--- config.mk ---
export PLATFORM = sky130hd
export DESIGN_NAME = char_lcd_nibble_writer
export DESIGN_NICKNAME = d
export VERILOG_FILES = /design/src/sv/clnw_pkg.sv /design/src/sv/clnw_bcd_conv.sv /design/src/sv/char_lcd_nibble_writer.sv
export SDC_FILE = /design/constraint.sdc
export NUM_CORES = 1
export LEC_CHECK = 0
export BUFFER_PORTS_ARGS = -buffer_cell sky130_fd_sc_hd__buf_2
export CAP_MARGIN = 20
export CELL_PAD_IN_SITES_DETAIL_PLACEMENT = 1
export CELL_PAD_IN_SITES_GLOBAL_PLACEMENT = 1
export CORE_AREA = 5 5 179 181
export DETAILED_ROUTE_END_ITERATION = 7
export DIE_AREA = 0 0 184 186
export PLACE_DENSITY = 0.46
export SYNTH_ARGS = -nofsm -noshare
export SYNTH_HDL_FRONTEND = slang
export SYNTH_HIERARCHICAL = 1
export SYNTH_SLANG_ARGS = --single-unit
--- constraint.sdc ---
create_clock -name aclk -period 2.4 [get_ports aclk]
set_clock_uncertainty 0.05 [all_clocks]
set_input_delay 0.48 -clock aclk [delete_from_list [all_inputs] [get_ports aclk]]
set_output_delay 0.48 -clock aclk [all_outputs]
set_load 0.1 [all_outputs]
--- src/sv/clnw_pkg.sv ---
// ============================================================================
// clnw_pkg
// Shared types and constants for the character-LCD nibble writer.
// ============================================================================
package clnw_pkg;

    localparam int VALUE_W = 32;
    localparam int ROW_W   = 2;
    localparam int COL_W   = 6;
    localparam int NIB_W   = 4;
    localparam int BYTE_W  = 8;

    typedef logic [1:0] req_type_t;

    localparam req_type_t REQ_CMD    = 2'd0;
    localparam req_type_t REQ_CHAR   = 2'd1;
    localparam req_type_t REQ_NUM    = 2'd2;
    localparam req_type_t REQ_CURSOR = 2'd3;

    // set-ddram-address command base
    localparam logic [BYTE_W-1:0] CURSOR_BASE = 8'h80;
    // high nibble of ascii '0' .. '9'
    localparam logic [NIB_W-1:0]  ASCII_DIGIT_HI = 4'h3;

    // bin-to-bcd converter status
    typedef struct packed {
        logic busy;
        logic done;
        logic overflow;
    } conv_stat_t;

endpackage

--- src/sv/clnw_bcd_conv.sv ---
// ============================================================================
// clnw_bcd_conv
// Bit-serial binary to bcd converter (shift and add-3), one bit per cycle.
// ============================================================================
module clnw_bcd_conv #(
    parameter int MAX_DIGITS = 10
) (
    input  logic                          aclk,
    input  logic                          aresetn,
    input  logic                          start,
    input  logic [clnw_pkg::VALUE_W-1:0]  value,
    output logic [4*MAX_DIGITS-1:0]       bcd,
    output clnw_pkg::conv_stat_t          stat
);

    localparam int BCD_W = 4 * MAX_DIGITS;
    localparam int CNT_W = $clog2(clnw_pkg::VALUE_W);

    logic [clnw_pkg::VALUE_W-1:0] bin_reg, bin_next;
    logic [BCD_W-1:0]             bcd_reg, bcd_next;
    logic [CNT_W-1:0]             cnt_reg, cnt_next;
    logic                         busy_reg, busy_next;
    logic                         done_reg, done_next;
    logic                         ovf_reg, ovf_next;
    logic [BCD_W-1:0]             adj;

    // add 3 to every digit of 5 or more before the doubling shift
    always_comb begin
        for (int i = 0; i < MAX_DIGITS; i++) begin
            if (bcd_reg[4*i +: 4] >= 4'd5) begin
                adj[4*i +: 4] = bcd_reg[4*i +: 4] + 4'd3;
            end else begin
                adj[4*i +: 4] = bcd_reg[4*i +: 4];
            end
        end
    end

    always_comb begin
        bin_next  = bin_reg;
        bcd_next  = bcd_reg;
        cnt_next  = cnt_reg;
        busy_next = busy_reg;
        done_next = 1'b0;
        ovf_next  = ovf_reg;
        if (start) begin
            bin_next  = value;
            bcd_next  = '0;
            cnt_next  = '0;
            busy_next = 1'b1;
            ovf_next  = 1'b0;
        end else if (busy_reg) begin
            // a bit shifted out of the top digit means more digits than kept
            bcd_next = {adj[BCD_W-2:0], bin_reg[clnw_pkg::VALUE_W-1]};
            ovf_next = ovf_reg | adj[BCD_W-1];
            bin_next = {bin_reg[clnw_pkg::VALUE_W-2:0], 1'b0};
            cnt_next = cnt_reg + CNT_W'(1);
            if (cnt_reg == CNT_W'(clnw_pkg::VALUE_W - 1)) begin
                busy_next = 1'b0;
                done_next = 1'b1;
            end
        end
    end

    always_ff @(posedge aclk) begin
        if (!aresetn) begin
            busy_reg <= 1'b0;
            done_reg <= 1'b0;
        end else begin
            busy_reg <= busy_next;
            done_reg <= done_next;
        end
        bin_reg <= bin_next;
        bcd_reg <= bcd_next;
        cnt_reg <= cnt_next;
        ovf_reg <= ovf_next;
    end

    assign bcd           = bcd_reg;
    assign stat.busy     = busy_reg;
    assign stat.done     = done_reg;
    assign stat.overflow = ovf_reg;

endmodule

--- src/sv/char_lcd_nibble_writer.sv ---
// ============================================================================
// char_lcd_nibble_writer
// Turns character-LCD requests into 4-bit bus transfers, high nibble first.
// ============================================================================
// usage
//   s_ channel: one request word (req_type, value, row, column) per handshake.
//     command and character words send value[7:0]; a number word sends the
//     unsigned decimal text of value; a cursor word sends 0x80 + (row-1)*0x40
//     + (column-1), all modulo 256
//   m_ channel: one transfer word per handshake (reg_select, nibble, last);
//     last marks the final transfer of a request
//   one request at a time: s_ready is high only while the sequencer is idle,
//     but the final transfer sits in the output register, so the next request
//     is taken while that transfer still waits on m_ready
//   sequence of a request:
//     command, character, cursor: 2 transfers, high nibble then low nibble
//     number: the value first runs through the bit-serial bcd converter (32
//     input bits, one per cycle), then leading zero digits are dropped one
//     by one, and each digit is loaded and sent as high and low nibble
//   a stalled receiver simply holds the sequencer; no word is dropped
//   reset (aresetn low, synchronous) returns to idle and empties the output
// ============================================================================
module char_lcd_nibble_writer #(
    parameter int MAX_DIGITS = 10
) (
    input  logic                                aclk,
    input  logic                                aresetn,
    input  logic                                s_valid,
    output logic                                s_ready,
    input  logic [1:0]                          s_req_type,
    input  logic [clnw_pkg::VALUE_W-1:0]        s_value,
    input  logic [clnw_pkg::ROW_W-1:0]          s_row,
    input  logic [clnw_pkg::COL_W-1:0]          s_column,
    output logic                                m_valid,
    input  logic                                m_ready,
    output logic                                m_reg_select,
    output logic [clnw_pkg::NIB_W-1:0]          m_nibble,
    output logic                                m_last
);

    localparam int DIG_W  = 4 * MAX_DIGITS;
    localparam int DCNT_W = $clog2(MAX_DIGITS + 1);

    // sequencer states
    localparam logic [2:0] ST_IDLE  = 3'd0;  // waiting for a request word
    localparam logic [2:0] ST_CONV  = 3'd1;  // bcd conversion running
    localparam logic [2:0] ST_SKIP  = 3'd2;  // dropping leading zero digits
    localparam logic [2:0] ST_DIGIT = 3'd3;  // loading next digit character
    localparam logic [2:0] ST_BYTE  = 3'd4;  // sending the two nibbles

    logic [2:0]                 state_reg, state_next;
    logic [clnw_pkg::BYTE_W-1:0] byte_reg, byte_next;
    logic                       rs_reg, rs_next;
    logic                       fin_reg, fin_next;     // this byte ends the request
    logic                       nib_sel_reg, nib_sel_next; // 0 high nibble, 1 low
    logic [DIG_W-1:0]           dig_reg, dig_next;     // digit shift register
    logic [DCNT_W-1:0]          dcnt_reg, dcnt_next;   // digits left in dig_reg
    logic                       ovf_reg, ovf_next;     // number wider than MAX_DIGITS

    // output register
    logic                       m_valid_reg, m_valid_next;
    logic                       m_rs_reg, m_rs_next;
    logic [clnw_pkg::NIB_W-1:0] m_nib_reg, m_nib_next;
    logic                       m_last_reg, m_last_next;
    logic                       out_free;

    logic                       accept;
    logic                       conv_start;
    logic [DIG_W-1:0]           conv_bcd;
    clnw_pkg::conv_stat_t       conv_stat;

    logic [clnw_pkg::ROW_W-1:0]  row_m1;
    logic [clnw_pkg::BYTE_W-1:0] col_m1;
    logic [clnw_pkg::BYTE_W-1:0] cursor_cmd;
    logic [3:0]                  top_digit;

    assign s_ready  = (state_reg == ST_IDLE);
    assign accept   = s_valid && s_ready;
    assign out_free = !m_valid_reg || m_ready;
    assign top_digit = dig_reg[DIG_W-1 -: 4];

    // cursor command, wrapping modulo 256 for out-of-range rows and columns
    assign row_m1     = s_row - clnw_pkg::ROW_W'(1);
    assign col_m1     = {2'b00, s_column} - clnw_pkg::BYTE_W'(1);
    assign cursor_cmd = clnw_pkg::CURSOR_BASE + {row_m1, 6'b000000} + col_m1;

    assign conv_start = accept && (s_req_type == clnw_pkg::REQ_NUM);

    clnw_bcd_conv #(
        .MAX_DIGITS (MAX_DIGITS)
    ) u_bcd (
        .aclk    (aclk),
        .aresetn (aresetn),
        .start   (conv_start),
        .value   (s_value),
        .bcd     (conv_bcd),
        .stat    (conv_stat)
    );

    always_comb begin
        state_next   = state_reg;
        byte_next    = byte_reg;
        rs_next      = rs_reg;
        fin_next     = fin_reg;
        nib_sel_next = nib_sel_reg;
        dig_next     = dig_reg;
        dcnt_next    = dcnt_reg;
        ovf_next     = ovf_reg;

        m_valid_next = m_valid_reg && !m_ready;
        m_rs_next    = m_rs_reg;
        m_nib_next   = m_nib_reg;
        m_last_next  = m_last_reg;

        unique case (state_reg)
            ST_IDLE: begin
                if (accept) begin
                    nib_sel_next = 1'b0;
                    fin_next     = 1'b1;
                    unique case (s_req_type)
                        clnw_pkg::REQ_CMD, clnw_pkg::REQ_CHAR: begin
                            byte_next  = s_value[clnw_pkg::BYTE_W-1:0];
                            rs_next    = (s_req_type == clnw_pkg::REQ_CHAR);
                            state_next = ST_BYTE;
                        end
                        clnw_pkg::REQ_CURSOR: begin
                            byte_next  = cursor_cmd;
                            rs_next    = 1'b0;
                            state_next = ST_BYTE;
                        end
                        default: begin
                            // decimal number
                            state_next = ST_CONV;
                        end
                    endcase
                end
            end
            ST_CONV: begin
                if (conv_stat.done) begin
                    dig_next   = conv_bcd;
                    dcnt_next  = DCNT_W'(MAX_DIGITS);
                    ovf_next   = conv_stat.overflow;
                    state_next = ST_SKIP;
                end
            end
            ST_SKIP: begin
                // leading zeros go only when the number fits; a lone zero stays
                if (!ovf_reg && top_digit == 4'd0 && dcnt_reg != DCNT_W'(1)) begin
                    dig_next  = dig_reg << 4;
                    dcnt_next = dcnt_reg - DCNT_W'(1);
                end else begin
                    state_next = ST_DIGIT;
                end
            end
            ST_DIGIT: begin
                byte_next    = {clnw_pkg::ASCII_DIGIT_HI, top_digit};
                rs_next      = 1'b1;
                fin_next     = (dcnt_reg == DCNT_W'(1));
                nib_sel_next = 1'b0;
                dig_next     = dig_reg << 4;
                dcnt_next    = dcnt_reg - DCNT_W'(1);
                state_next   = ST_BYTE;
            end
            ST_BYTE: begin
                if (out_free) begin
                    m_valid_next = 1'b1;
                    m_rs_next    = rs_reg;
                    if (nib_sel_reg) begin
                        m_nib_next   = byte_reg[3:0];
                        m_last_next  = fin_reg;
                        nib_sel_next = 1'b0;
                        state_next   = fin_reg ? ST_IDLE : ST_DIGIT;
                    end else begin
                        m_nib_next   = byte_reg[7:4];
                        m_last_next  = 1'b0;
                        nib_sel_next = 1'b1;
                    end
                end
            end
            default: begin
                state_next = ST_IDLE;
            end
        endcase
    end

    always_ff @(posedge aclk) begin
        if (!aresetn) begin
            state_reg   <= ST_IDLE;
            m_valid_reg <= 1'b0;
            nib_sel_reg <= 1'b0;
        end else begin
            state_reg   <= state_next;
            m_valid_reg <= m_valid_next;
            nib_sel_reg <= nib_sel_next;
        end
        byte_reg   <= byte_next;
        rs_reg     <= rs_next;
        fin_reg    <= fin_next;
        dig_reg    <= dig_next;
        dcnt_reg   <= dcnt_next;
        ovf_reg    <= ovf_next;
        m_rs_reg   <= m_rs_next;
        m_nib_reg  <= m_nib_next;
        m_last_reg <= m_last_next;
    end

    assign m_valid      = m_valid_reg;
    assign m_reg_select = m_rs_reg;
    assign m_nibble     = m_nib_reg;
    assign m_last       = m_last_reg;

    // converter finishes only while the sequencer waits on it
    a_conv_done_in_conv: assert property (@(posedge aclk) disable iff (!aresetn)
        conv_stat.done |-> state_reg == ST_CONV)
        else $error("bcd conversion finished outside conversion state");

    // while waiting, the converter is either running or just done
    a_conv_active: assert property (@(posedge aclk) disable iff (!aresetn)
        state_reg == ST_CONV |-> (conv_stat.busy || conv_stat.done))
        else $error("sequencer waiting on an idle converter");

    // never load a digit with none left
    a_digit_left: assert property (@(posedge aclk) disable iff (!aresetn)
        state_reg == ST_DIGIT |-> dcnt_reg != '0)
        else $error("digit load with empty digit register");

    // the final low nibble goes out flagged last and frees the input side
    a_last_to_idle: assert property (@(posedge aclk) disable iff (!aresetn)
        (state_reg == ST_BYTE && nib_sel_reg && fin_reg && out_free)
        |=> (state_reg == ST_IDLE && m_valid && m_last))
        else $error("final transfer did not end the request");

    // a byte request goes straight to the nibble sender
    a_byte_start: assert property (@(posedge aclk) disable iff (!aresetn)
        (accept && s_req_type != clnw_pkg::REQ_NUM) |=> state_reg == ST_BYTE)
        else $error("byte request did not start sending");

endmodule
==> results.cfg, run 1 <==
[final_layout]
nFillCells = 3480
layout_commonest_cell = nand2_1
nNetsFinal = 873
drive_above_1_share = 0.1892
antenna_cells = 0
fin_util = 0.2914
fin_cells = 1210
syn_to_final_growth_pct = 18.41
mostFrequentLayoutCells = nand2_1 (151), edfxtp_1 (93), buf_2 (53), dfxtp_1 (52), inv_1 (41)

[critical_path]
path_class = reg2reg
crit_family = buffers and inverters
cp.buffers_inverters = 3
max_stage_delay_ps = 340
worstPathArrival_ps = 2400
cp_max_fo = 41
critPathSlowestCell = dfxtp_1
worstPathRequired_ps = 2630
path_cells = or2_1, nor4_2, buf_4, buf_12, buf_12, a2111oi_0, a31oi_1, o311ai_1
worstSetupEndpointType = flip-flop
cp_common_cell = buf_12
start_kind = flip-flop

[timing]
period_share = 0.9032
finalSetupTns_ps = 0
final-hold-violation-count = 0
post-route-min-period_ps = 2168
finalSetupViolCount = 0
tightest_slew_ps = 586.5
rsz0062_at_grt = false
relSlewSlack = 0.6090
timing.fmax_mhz = 461.3
slew_viol_final = 0

[clock_network]
cts_tree = done
cts-htree-levels = 4
clk_pin_slew_ps = 60
clock_latency_ps = 430
clk_path_buf_depth = 2
post_cts_buffers = 0
numCtsBuffers = 17
cts.sinks = 146
cts.repair.resized = 0
cts_root_buffer = clkbuf_16
cts_hold_buf = 0

[placement]
place_congestion = 0.7679
place_inst = 1178
io_buffers = 53
dp_hpwl_mm = 12.31

[synthesis]
syn-instance-count = 749
ys_warn_count = 6
syn_nets = 821
synth.avg_cell_area_um2 = 9.946
netlist_area_um2 = 7450

[power_and_ir_drop]
p_clk_frac = 0.311
p_int_mw = 5.762
seqPwrFrac = 0.432
power_density_nw_per_um2 = 995.3
netSwitchingFraction = 0.3436
peakVddDrop_mv = 0.4206
leakagePower_nw = 3.249
power.switching_mw = 3.017
pwr-share-comb = 0.257

[grt]
grt_overflow = 0
grt_max_degree = 56
grt_pass1_vias = 5996
grt_pass1_wl_mm = 30.08
antenna_found_initial = 0
track_usage = 0.1071

[run_status]
status = finished, final reports clean

[min_path]
hp-class = in2reg

[die]
core_area_um2 = 30270
dieArea_um2 = 34220
start_util = 0.2461
ios = 54
die_w_um = 184
die_h_um = 186
std_cell_rows = 64

[route]
wl_per_cell_um = 14.86
remaining_drc_errors = 0
drt-initial-drc-count = 232
vias = 5613
firstDrtPassIters = 4
postRouteAntennaNets = 0
routed_via_density = 4.639
routed_wl_mm = 17.98

[flow_run]
drv_cap = 0
## routing by layer
layer | vias up | share of wire | GRT usage
li1 | 2785 | - | -
met1 | 2766 | 0.47 | 0.1356
met2 | 47 | 0.49 | 0.1845
met3 | 15 | 0.025 | 0.02306
met4 | 0 | 0.012 | 0.03076
met5 | - | 0 | 0
## layout make-up
class                   count  area, um2  share of cell area
inverters                  43      161.4             0.01830
clock buffers              19      432.9             0.04908
flip-flops and latches    146       3857              0.4373
clock inverters            13      158.9             0.01801
repair buffers             74      485.5             0.05504
well taps                 396      495.5             0.05617
multi-input cells         519       3229              0.3661
## power groups by stage
stage	clock (mW)	combinational (mW)	sequential (mW)
after floorplan	0	1.69	3.70
after global placement	0	2.11	3.83
after detailed placement	0	2.26	3.86
after CTS	2.82	2.27	3.81
after global routing	2.94	2.60	3.90
final	2.73	2.25	3.80
## metrics by stage
stage                     hold WS [ps]  power, mW  area [um2]  worst slack, ps
after CTS                        289.8      8.903        8821            160.9
after global placement           357.6      5.938        8229            27.89
final                            303.4      8.779        8821            232.3
after detailed placement         356.5      6.119        8229           -24.67
after floorplan                  350.3      5.393        7455            225.1
after global routing             295.1      9.440        8821            66.03
## worst reg2reg max path: stages, from the launching register on
cell and delay (ps):
dfxtp_1 340, or2_1 260, nor4_2 300, buf_4 200, buf_12 220, buf_12 250
a2111oi_0 120, a31oi_1 180, o311ai_1 130
## path summary, 6_finish.rpt
| kind | from | slack [ps] | end | cells past startpoint |
|---|---|---|---|---|
| worst max-delay path | state_reg[1]$_SDFFE_PN0P_ | 230 | u_bcd/bcd[5]$_SDFFE_PP0P_ | 8 |
| worst min-delay path | s_value[31] | 300 | u_bcd/bin_reg[31]$_DFFE_PP_ | 2 |
| worst max register to register | state_reg[1]$_SDFFE_PN0P_ | 230 | u_bcd/bcd[5]$_SDFFE_PP0P_ | 8 |
| worst min register to register | rs_reg$_DFFE_PP_ | 370 | m_reg_select$_DFFE_PP_ | 0 |
Note: power is estimated with default switching activity, not from simulation.
==> run 2: changes to the inputs <==
- RECOVER_POWER: default -> 100
- REMOVE_ABC_BUFFERS: default -> 1
==> run 2 against run 1 <==
  * Via count is 0.73% higher
  * Non-clock buffer count stayed put
  * Setup slack worse by 16 ps
  * Critical path type is now reg2out
  * Largest power group unchanged
  * Fmax is 0.75% lower
  * Global-route usage is 0.22 points lower
  * Power is 1.8% lower
  * Design area is 0.77% lower
  * Clock power is 4% lower
  * Wire length is 0.85% lower
  * Worst hold slack better by 9.8 ps
  * Combinational power hardly changed
  * Largest cell class unchanged
  * Clock-buffer cell count is 2 lower
==> results.cfg, run 2 (synthesized netlist as in run 1, its figures left out) <==
[placement]
dp_hpwl_mm = 12.35
io_buffers = 53
preCtsSetupSlack_ps = -12.42
place_inst = 1178
place_congestion = 0.7400

[final_layout]
regArea_um2 = 3857
fin_cells = 1210
mostFrequentLayoutCells = nand2_1 (151), edfxtp_1 (93), dfxtp_1 (52), buf_2 (45), inv_1 (42)
multi_input_area_um2 = 3209
nFillCells = 3481
nNetsFinal = 873
layout_commonest_cell = nand2_1
drive_above_1_share = 0.1744
syn_to_final_growth_pct = 17.50
antenna_cells = 0

[critical_path]
critPathSlowestCell = clkbuf_1
r2r_cells = 6
r2r-start = state_reg[2]$_SDFFE_PN0P_
max_stage_delay_ps = 390
path_class = reg2out
rrSetupSlack_ps = 240
worstPathArrival_ps = 1650
worstPathRequired_ps = 1870
timing.rr.end = dig_reg[14]$_DFFE_PP_
start_kind = flip-flop
cp_max_fo = 12
worstSetupEndpointType = primary output
path_cells = clkbuf_1, nor2_1, clkbuf_2

[min_path]
hold_path.startpoint = s_value[19]
hp-class = in2reg
hold_depth = 2
holdPathEnd = u_bcd/bin_reg[19]$_DFFE_PP_

[route]
postRouteAntennaNets = 0
vias = 5654
routed_wl_mm = 17.83
routed_via_density = 4.673
remaining_drc_errors = 0
firstDrtPassIters = 5
wl_per_cell_um = 14.73
drt-initial-drc-count = 270

[clock_network]
clk_pin_slew_ps = 70
numCtsBuffers = 17
cts_root_buffer = clkbuf_16
clk_path_buf_depth = 2
cts.sinks = 146
cts_tree = done
cts.repair.resized = 0
cts_hold_buf = 0
post_cts_buffers = 0
cts-htree-levels = 4
clock_latency_ps = 420

[power_and_ir_drop]
power_density_nw_per_um2 = 985.3
peakVddDrop_mv = 0.4782
p_total_mw = 8.624
leakagePower_nw = 3.194

[die]
start_util = 0.2461
die_h_um = 186
ios = 54
std_cell_rows = 64
dieArea_um2 = 34220
die_w_um = 184
core_area_um2 = 30270

[timing]
final-hold-violation-count = 0
hold_ws_ps = 313.2
finalSetupTns_ps = 0
slew_viol_final = 0
tightest_slew_ps = 1166
finalSetupViolCount = 0
timing.fmax_mhz = 457.9
relSlewSlack = 0.2259
post-route-min-period_ps = 2184
fin_ws_ps = 215.9
rsz0062_at_grt = false
period_share = 0.9100

[run_status]
status = finished, final reports clean

[grt]
grt_pass1_vias = 5916
grt_overflow = 0
grt_pass1_wl_mm = 29.48
track_usage = 0.1048
grt_max_degree = 45
antenna_found_initial = 0

[flow_run]
drv_cap = 0
[run 2: worst max-delay path by stage]
stage,startpoint,depth (start not counted),slack (ps),to
after floorplan,s_req_type[0],6,-8230,u_bcd/bcd[5]$_SDFFE_PP0P_
after global placement,s_column[0],10,20,byte_reg[7]$_SDFFCE_PP0P_
after detailed placement,s_column[0],10,-10,byte_reg[7]$_SDFFCE_PP0P_
after CTS,state_reg[2]$_SDFFE_PN0P_,5,220,u_bcd/bin_reg[23]$_DFFE_PP_
after global routing,state_reg[2]$_SDFFE_PN0P_,6,70,u_bcd/bcd[21]$_SDFFE_PP0P_
final,state_reg[0]$_SDFFE_PN0P_,3,220,s_ready
[run 2: through the flow]
step / cell area [um2] / utilization
final: 8753 / 0.2892
after CTS: 8811 / 0.2911
after detailed placement: 8239 / 0.2722
after global placement: 8239 / 0.2722
after floorplan: 7231 / -
after global routing: 8753 / 0.2892
[run 2: worst max-delay path, delay by kind of cell, from the launching register on]
family / cells / cell delay (ps)
buffers and inverters: 2 / 780
flip-flops: 1 / 340
AND/OR/NAND/NOR: 1 / 110
[run 2: routing by layer]
metal | track usage | wire length, um | up-vias
met4 | 0.03786 | 238 | 0
met1 | 0.1314 | 8290 | 2793
met2 | 0.1823 | 9039 | 47
met3 | 0.01739 | 257 | 18
li1 | - | - | 2796
met5 | 0 | 0 | -
[run 2: area by class of cell]
class / count / area share
inverters: 43 / 0.01844
well taps: 396 / 0.05660
clock inverters: 15 / 0.01672
repair buffers: 74 / 0.05232
multi-input cells: 519 / 0.3666
clock buffers: 17 / 0.04860
flip-flops and latches: 146 / 0.4407
[run 2: where the power goes]
part	internal [mW]	switching, mW
Clock	1.46	1.17
Sequential	3.18	0.603
Combinational	0.930	1.29
Total	5.56	3.06
